==> src/lvca_pkg.sv <==
// ----------------------------------------------------------------------------
// lvca_pkg
// Widths, register indexes and shared types of the lane volume accumulator.
// ----------------------------------------------------------------------------
package lvca_pkg;

  // field widths
  localparam int CODE_W  = 8;
  localparam int ID_W    = 16;
  localparam int COUNT_W = 16;
  localparam int IDX_W   = 3;
  localparam int DATA_W  = 16;

  // lane slots that have ID registers, and default number in use
  localparam int MAX_SLOTS = 4;
  localparam int LANES_DEF = 4;

  // configuration register indexes
  localparam logic [IDX_W-1:0] REG_CODE_A = 3'd0;
  localparam logic [IDX_W-1:0] REG_CODE_B = 3'd1;
  localparam logic [IDX_W-1:0] REG_LANE_0 = 3'd2;
  localparam logic [IDX_W-1:0] REG_LANE_1 = 3'd3;
  localparam logic [IDX_W-1:0] REG_LANE_2 = 3'd4;
  localparam logic [IDX_W-1:0] REG_LANE_3 = 3'd5;

  // item modes
  localparam logic MODE_REPORT = 1'b0;
  localparam logic MODE_READ   = 1'b1;

  // volume limit
  localparam logic [COUNT_W-1:0] VOL_MAX = 16'hffff;

  // command broadcast to every lane slot
  typedef struct packed {
    logic               report;    // valid leave report
    logic               read;      // read and clear
    logic [ID_W-1:0]    lane_id;
    logic [COUNT_W-1:0] car_count;
  } lane_cmd_t;

endpackage

==> src/lvca_lane.sv <==
// ----------------------------------------------------------------------------
// lvca_lane
// One lane slot: last reported count and accumulated volume, updated by a
// leave report or cleared by a read when the slot ID matches.
// ----------------------------------------------------------------------------
module lvca_lane (
  input  logic                             clk,
  input  logic                             rst,
  input  lvca_pkg::lane_cmd_t              cmd,
  input  logic [lvca_pkg::ID_W-1:0]        slot_id,
  output logic                             hit,
  output logic [lvca_pkg::COUNT_W-1:0]     volume
);
  import lvca_pkg::*;

  logic [COUNT_W-1:0] last_count;
  logic [COUNT_W-1:0] lane_volume;
  logic [COUNT_W-1:0] amount;
  logic [COUNT_W:0]   sum;
  logic [COUNT_W-1:0] volume_next;

  assign hit    = (cmd.lane_id == slot_id);
  assign volume = lane_volume;

  // increase: first report counts one, a drop uses the wrap form
  always_comb begin
    if (last_count == '0) begin
      amount = COUNT_W'(1);
    end else if (cmd.car_count >= last_count) begin
      amount = cmd.car_count - last_count;
    end else begin
      amount = cmd.car_count + ~last_count;   // 0xffff - last + count
    end
    sum         = {1'b0, lane_volume} + {1'b0, amount};
    volume_next = sum[COUNT_W] ? VOL_MAX : sum[COUNT_W-1:0];
  end

  // slot state
  always_ff @(posedge clk) begin
    if (rst) begin
      last_count  <= '0;
      lane_volume <= '0;
    end else if (hit && cmd.report) begin
      last_count  <= cmd.car_count;
      lane_volume <= volume_next;
    end else if (hit && cmd.read) begin
      lane_volume <= '0;
    end
  end

endmodule

==> src/lane_vehicle_count_accumulator.sv <==
// ----------------------------------------------------------------------------
// lane_vehicle_count_accumulator
// Per-lane traffic volume from running sensor vehicle counts.
// ----------------------------------------------------------------------------
// Takes one item per clock: busy stays low, so a start is accepted in every
// cycle. An item is captured in the input register, then the lane slots are
// compared and updated in the following cycle, and the result is presented
// with a one-cycle done strobe by the result register, loaded together with
// the slots; the receiver cannot stall, so volume must be taken in the cycle
// done is high. A report (mode 0) always answers volume 0; a read (mode 1)
// answers the volume of the highest-numbered matching slot, or 0, and clears
// every matching slot. Configuration writes are always ready and belong
// between items.
module lane_vehicle_count_accumulator #(
  parameter int LANES = lvca_pkg::LANES_DEF
) (
  input  logic                             clk,
  input  logic                             rst,
  // item channel
  input  logic                             start,
  output logic                             busy,
  input  logic                             mode,
  input  logic [lvca_pkg::CODE_W-1:0]      packet_type,
  input  logic [lvca_pkg::ID_W-1:0]        lane_id,
  input  logic [lvca_pkg::COUNT_W-1:0]     car_count,
  // result
  output logic                             done,
  output logic [lvca_pkg::COUNT_W-1:0]     volume,
  // configuration
  input  logic                             cfg_valid,
  output logic                             cfg_ready,
  input  logic [lvca_pkg::IDX_W-1:0]       cfg_index,
  input  logic [lvca_pkg::DATA_W-1:0]      cfg_data
);
  import lvca_pkg::*;

  logic                 in_valid;
  logic                 in_mode;
  logic [CODE_W-1:0]    in_type;
  logic [ID_W-1:0]      in_id;
  logic [COUNT_W-1:0]   in_count;

  logic [CODE_W-1:0]    leave_code_a;
  logic [CODE_W-1:0]    leave_code_b;
  logic [ID_W-1:0]      slot_id [MAX_SLOTS];

  lane_cmd_t            cmd;
  logic [LANES-1:0]     hit;
  logic [COUNT_W-1:0]   lane_vol [LANES];
  logic [COUNT_W-1:0]   volume_next;

  assign busy      = 1'b0;
  assign cfg_ready = 1'b1;

  // configuration registers
  always_ff @(posedge clk) begin
    if (rst) begin
      leave_code_a <= '0;
      leave_code_b <= '0;
      for (int i = 0; i < MAX_SLOTS; i++) begin
        slot_id[i] <= '0;
      end
    end else if (cfg_valid && cfg_ready) begin
      case (cfg_index)
        REG_CODE_A: leave_code_a <= cfg_data[CODE_W-1:0];
        REG_CODE_B: leave_code_b <= cfg_data[CODE_W-1:0];
        REG_LANE_0: slot_id[0]   <= cfg_data[ID_W-1:0];
        REG_LANE_1: slot_id[1]   <= cfg_data[ID_W-1:0];
        REG_LANE_2: slot_id[2]   <= cfg_data[ID_W-1:0];
        REG_LANE_3: slot_id[3]   <= cfg_data[ID_W-1:0];
        default: ;
      endcase
    end
  end

  // input register
  always_ff @(posedge clk) begin
    if (rst) begin
      in_valid <= 1'b0;
    end else begin
      in_valid <= start && !busy;
    end
  end

  always_ff @(posedge clk) begin
    if (start && !busy) begin
      in_mode  <= mode;
      in_type  <= packet_type;
      in_id    <= lane_id;
      in_count <= car_count;
    end
  end

  // lane command: only leave packets update
  always_comb begin
    cmd.report    = in_valid && (in_mode == MODE_REPORT) &&
                    ((in_type == leave_code_a) || (in_type == leave_code_b));
    cmd.read      = in_valid && (in_mode == MODE_READ);
    cmd.lane_id   = in_id;
    cmd.car_count = in_count;
  end

  // lane slots
  for (genvar g = 0; g < LANES; g++) begin : g_lane
    lvca_lane u_lane (
      .clk     (clk),
      .rst     (rst),
      .cmd     (cmd),
      .slot_id (slot_id[g]),
      .hit     (hit[g]),
      .volume  (lane_vol[g])
    );
  end

  // read select: highest matching slot wins
  always_comb begin
    volume_next = '0;
    if (in_mode == MODE_READ) begin
      for (int i = 0; i < LANES; i++) begin
        if (hit[i]) begin
          volume_next = lane_vol[i];
        end
      end
    end
  end

  // result register
  always_ff @(posedge clk) begin
    if (rst) begin
      done <= 1'b0;
    end else begin
      done <= in_valid;
    end
  end

  always_ff @(posedge clk) begin
    if (in_valid) begin
      volume <= volume_next;
    end
  end

endmodule

==> config.mk <==
export PLATFORM = sky130hd
export DESIGN_NAME = lane_vehicle_count_accumulator
export DESIGN_NICKNAME = d
export VERILOG_FILES = /design/src/lvca_pkg.sv /design/src/lvca_lane.sv /design/src/lane_vehicle_count_accumulator.sv
export SDC_FILE = /design/constraint.sdc
export NUM_CORES = 1
export LEC_CHECK = 0
export ABC_AREA = 1
export BUFFER_PORTS_ARGS = -buffer_cell sky130_fd_sc_hd__buf_2
export CAP_MARGIN = 20
export CORE_MARGIN = 3
export CORE_UTILIZATION = 35
export CTS_CLUSTER_DIAMETER = 120
export DETAILED_ROUTE_END_ITERATION = 6
export GPL_TIMING_DRIVEN = 1
export PLACE_DENSITY = 0.54
export SYNTH_ARGS = -nofsm -noshare
export SYNTH_HDL_FRONTEND = slang
export SYNTH_SLANG_ARGS = --single-unit
==> constraint.sdc <==
create_clock -name clk -period 4 [get_ports clk]
set_input_delay 0.4 -clock clk [delete_from_list [all_inputs] [get_ports clk]]
set_output_delay 0.4 -clock clk [all_outputs]
set_load 0.01 [all_outputs]
Yosys cells after proc, flatten, opt, wreduce, memory -nomap -nowiden. Memories as Yosys holds them, arrays and structs flattened. Index checks and enable logic that the tools add are counted.

$add $sub $neg: 12. Magnitude comparators: 4. Equality and inequality tests: 11. Mux-type cells: 46. Bitwise gates (word level): 9. Reductions and logical operators: 23.

Operators by type and width (number): $mux 16 (28); $add 16x16->17 (4); $add 16x16->16 (4); $eq 16x16->1 (4); $ge 16x16->1 (4); $logic_not 16->1 (4); $not 16->16 (4); $sub 16x16->16 (4); $mux 1 (18); $eq 8x8->1 (2); $logic_and 1x1->1 (11); $reduce_bool 2->1 (4); $eq 3x2->1 const B (2); $eq 3x3->1 const B (2); $or 1x1->1 (4); $reduce_and 2->1 (2); $eq 3x1->1 const B (1); $logic_not 3->1 (1); $logic_or 1x1->1 (1); $not 1->1 (1).

Flip-flop bits (word level): 203. RAM bits: 64. Output and inout port bits: 19. Logic and storage cells: 123. Memories kept: 1.

Memories: slot_id (words 4, width 16, rd ports 4, clocked after memory_dff 0, wr ports 4, line lane_vehicle_count_accumulator.sv:45) `logic [ID_W-1:0] slot_id [MAX_SLOTS];`.

Depth between registers and ports, before layout.
Word-level depth: 7. Mapped depth: 27. Gate-level depth less buffers: 25.

By module. From an unflattened synthesis, not the netlist that was laid out.

Cells, all modules: 3310. Area total of the unflattened synthesis: 21510.6 µm².

By module, submodules not included: lvca_lane at g_lane[2].u_lane ... (instances 2, cells an instance 711, area each 4011.3 µm²); lvca_lane at g_lane[0].u_lane ... (instances 2, cells an instance 708, area each 4001.3 µm²); lane_vehicle_count_accumulator (instances 1, cells an instance 472, area each 5485.3 µm²).

Worst setup path before layout. OpenSTA, ideal clock, no wires.

Kind: register to register. Start point: register in_count[0]. End point: register g_lane[3].u_lane.lane_volume[11]. Setup time: 132 ps. Data arrival time: 4003 ps. Data required time: 3868 ps. Path slack: -136 ps. Cell stages (with the launch flop): 26. Path through: edfxtp_1 > inv_1 > ha_1 > inv_1 > fa_1 > inv_1 > o21ai_1 > nand2_1 > nand2_1 > o21ai_1 > nand2_2 > buf_2 > a21oi_1 > o21ai_0 > ha_1 > fa_1 > nand2_1 > nand3_1 > and2_1 > nand2_1 > nand2_1 > a21oi_1 > buf_2 > nand3_1 > nand2_1 > a21oi_1.

Cells in the longest elaborated chain, start to end: 6. Elaborated cells between the ends (all ways): 8. Those cells by class: add/sub (3); order compare (1); mux (4).

RTL lines: start: declaration (line lane_vehicle_count_accumulator.sv:41) `logic [COUNT_W-1:0] in_count;`; start signal: assignment (line lane_vehicle_count_accumulator.sv:90) `in_count <= car_count;`; $add 16x16->16, or another cell as far along (line lvca_lane.sv:32) `amount = cmd.car_count + ~last_count;`; $mux 16 * (line lvca_lane.sv:29) `end else if (cmd.car_count >= last_count) begin`; $mux 16 * (line lvca_lane.sv:27) `if (last_count == '0) begin`; $add 16x16->17 * (line lvca_lane.sv:34) `sum = {1'b0, lane_volume} + {1'b0, amount};`; $mux 16 * (line lvca_lane.sv:35) `volume_next = sum[COUNT_W] ? VOL_MAX : sum[COUNT_W-1:0];`; $mux 16 * (line lvca_lane.sv:43) `end else if (hit && cmd.report) begin`; end signal: assignment (line lvca_lane.sv:45) `lane_volume <= volume_next;`; end: declaration (line lvca_lane.sv:17) `logic [COUNT_W-1:0] lane_volume;`.

Every way passes the cells marked *; elsewhere a longest branch is shown, timed or not. A chain may end at the register's enable or synchronous reset.

Final worst setup path. Ends and elaborated chain as after synthesis.

==> impl_metrics.json <==
{
  "power.total_mw": 7.72,
  "syn-instance-count": 3198,
  "fin_nets": 3606,
  "path_clk_slew_ns": 0.06,
  "firstDrtPassIters": 6,
  "yosys.cell_types.count": 40,
  "synth.area.mux_share_pct": 0,
  "yosys.area.top_type": "nand2_1",
  "die-width_microns": 251,
  "synth_compound_area_share_pct": 11.7,
  "area_growth_pct": 18.7,
  "cp-end-kind": "flop",
  "tightest_slew_ns": 0.963,
  "gr-usage-all-layers_pct": 20.0,
  "design_area_sq_um": 24900,
  "synth-simple-area-share_pct": 32.4,
  "yosys.area_share.adder_pct": 9.03,
  "cts_tree": "yes",
  "synthXorXnorAreaFrac_pct": 6.23,
  "fin_crit_sh_pct": 94.9,
  "drc_errors": 0,
  "clock_tree.buffer_depth": 3,
  "cp_data_arrival_time_ns": 4.19,
  "ant_nets": 0,
  "grt_pass1_vias": 19000,
  "holdWs_ns": 0.0349,
  "synth_top_area_share_pct": 17.9,
  "placedInstanceArea_sq_um": 23000,
  "crit_required_ns": 4.39,
  "seq_area_frac_synth_pct": 31.3,
  "rows": 89,
  "netlist_area_sq_um": 21000,
  "antenna_found_initial": 1,
  "via_count": 20200,
  "maxSlewHeadroom_pct": 35.6,
  "start_util_pct": 35.4,
  "core_area_sq_um": 59100,
  "viasPerCell": 4.81,
  "start_kind": "flop",
  "wl_mm": 64.1,
  "numPortBuffers": 80,
  "finalSetupViolCount": 0,
  "hold_class": "input port to flop",
  "synth_seq_cells": 267,
  "ctsHtreeMaxLevel": 2,
  "place_inst": 4102,
  "die_height_microns": 251,
  "io_pins": 83,
  "dp_hpwl_mm": 49.6,
  "p_per_area_nw_per_um2": 310,
  "grt_max_degree": 81,
  "peakVddDrop_v": 0.000319,
  "status": "completed",
  "instances_no_fill": 4198,
  "critPathMaxFanout": 8,
  "yosysWarningCount": 0,
  "fin_crit_ns": 3.80,
  "drive_above_1_share_pct": 12.3,
  "diodes": 0,
  "clk_latency_ns": 0.55,
  "path_class": "flop to flop",
  "max_freq_ghz": 0.263,
  "clock_skew_ns": 0.0248,
  "routedWlPerCell_microns": 15.3,
  "die-area_sq_um": 62900,
  "final.setup.tns_ns": 0,
  "rsz0062_at_grt": "yes",
  "synth_top_family_by_area": "simple AND/OR/NAND/NOR gates",
  "dr.first_iter.drc_count": 1146,
  "finalHoldViolations": 0,
  "clock-sinks": 267,
  "layout_commonest_cell": "nand2_1",
  "final_cell_mix": "995 x nand2_1, 398 x inv_1, 359 x nor2_1",
  "cap_viol_max_count": 0,
  "grt_pass1_wl_mm": 102,
  "cts_root_buf": "clkbuf_16",
  "cts_buffers": 35,
  "avgSynthCellArea_sq_um": 6.55,
  "cellLeakagePower_nw": 11.7,
  "finalMaxSlewViolations": 0,
  "synth_nets": 3406,
  "synth_top_cells_by_area": "nand2_1 18%, edfxtp_1 17%, dfxtp_1 14%, ha_1 7.9%, inv_1 7.2%",
  "gp_congestion": 0.937,
  "gr-total-overflow": 0
}
==> synthesized netlist by cell type <==
cell         n
and2_1      14
nor3b_1      2
o21ai_1     12
buf_1        1
fa_1        12
nor2_1     374
clkinv_2     1
inv_1      402
nand3_2      4
buf_2       34
a21oi_2      1
or2_0        1
nand3b_1     8
o31ai_1      3
o21a_1       3
nand3_1    175
buf_4        5
buf_6        4
nand2_2      4
o21bai_1    11
dfxtp_1    146
and3_1       5
xnor2_1     79
a21o_1       1
inv_2       16
clkbuf_1    34
nor4_1      12
a21oi_1    251
nand2_4      1
nor3_1      18
o21ai_0    186
conb_1       2
ha_1       132
edfxtp_1   121
nor2_4       7
xor2_1      70
nand2_1   1001
o211ai_1     7
or2_2        8
nand4_1     30
==> area by class of cell <==
| type | count | area (sq um) |
|---|---|---|
| flip-flops and latches | 267 | 6560 |
| repair buffers | 239 | 1720 |
| inverters | 419 | 1590 |
| fillers | 6290 | 34300 |
| repair inverters | 1 | 6.26 |
| clock buffers | 44 | 981 |
| clock inverters | 20 | 229 |
| multi-input cells | 2435 | 12800 |
| well taps | 773 | 967 |
==> power breakdown <==
part | switching (mW) | leakage [nW] | internal [mW]
clock network | 1.31 | 0.599 | 1.97
registers | 0.0687 | 2.35 | 2.95
logic | 0.882 | 8.80 | 0.538
total | 2.26 | 11.7 | 5.45
==> metrics by stage <==
stage	util (%)	worst slack (ns)
6_report	42.1	0.202
5_1_grt	42.1	-0.0496
4_1_cts	41.2	0.00359
3_5_place_dp	38.9	0.00324
3_3_place_gp	38.9	0.0218
2_1_floorplan	-	0.00174
==> state kept, by name, summed over array words and instances (netlist names), 8 cells and up <==
name / cells
in_count: 16
in_type: 8
leave_code_a: 8
volume: 16
g_lane.u_lane.volume: 64
g_lane.u_lane.last_count: 64
in_id: 16
leave_code_b: 8
slot_id: 64
==> critical path, stage by stage (launching register included) <==
cell,delay [ns]
edfxtp_1,0.43
inv_4,0.14
ha_2,0.20
inv_1,0.06
fa_2,0.36
inv_1,0.09
o21ai_1,0.09
nand2_1,0.07
nand2_1,0.08
o21ai_2,0.13
nand2_2,0.12
buf_4,0.19
nand2_1,0.06
nand2_1,0.05
nor2_1,0.21
ha_1,0.34
nand2_1,0.08
nand2_1,0.04
inv_1,0.08
nor2_1,0.05
nor2_1,0.11
nand2_2,0.10
a21oi_4,0.20
clkbuf_16,0.19
nand3_1,0.06
nand2_1,0.06
a21oi_1,0.07
==> timing repair <==
action	CTS	global route
hold endpoints to repair	13	0
hold buffers	13	0
endpoints found under the setup margin	2	64
resized for setup	1	114
pin swaps	0	10
cloned	0	3
buffers inserted	0	16
==> path summary, 6_finish.rpt <==
| check | start | to | slack (ns) | cells past startpoint |
|---|---|---|---|---|
| worst min-delay path | lane_id[1] | in_id[1] | 0.03 | 1 |
| worst min register to register | leave_code_b[3] | leave_code_b[3] | 0.47 | 2 |
| worst max register to register | in_count[0] | g_lane[3].u_lane.volume[11] | 0.20 | 26 |
| worst max-delay path | in_count[0] | g_lane[3].u_lane.volume[11] | 0.20 | 26 |
==> per-layer routing <==
layer / vias up / track usage (%) / part of all wire, %
li1: 10600 / - / -
met1: 9081 / 28.2 / 49
met2: 378 / 32.4 / 44
met3: 91 / 2.81 / 4.5
met4: 2 / 5.10 / 2.3
met5: - / 0 / 0.027
==> logic make-up after synthesis <==
kind of cell	count (synthesis)
simple gates	1664
xor+xnor	149
flops	267
fa+ha+maj	144
compound gates	475
other cells	2
buf+inv	497
No activity file was read; power rests on OpenSTA's default activity.
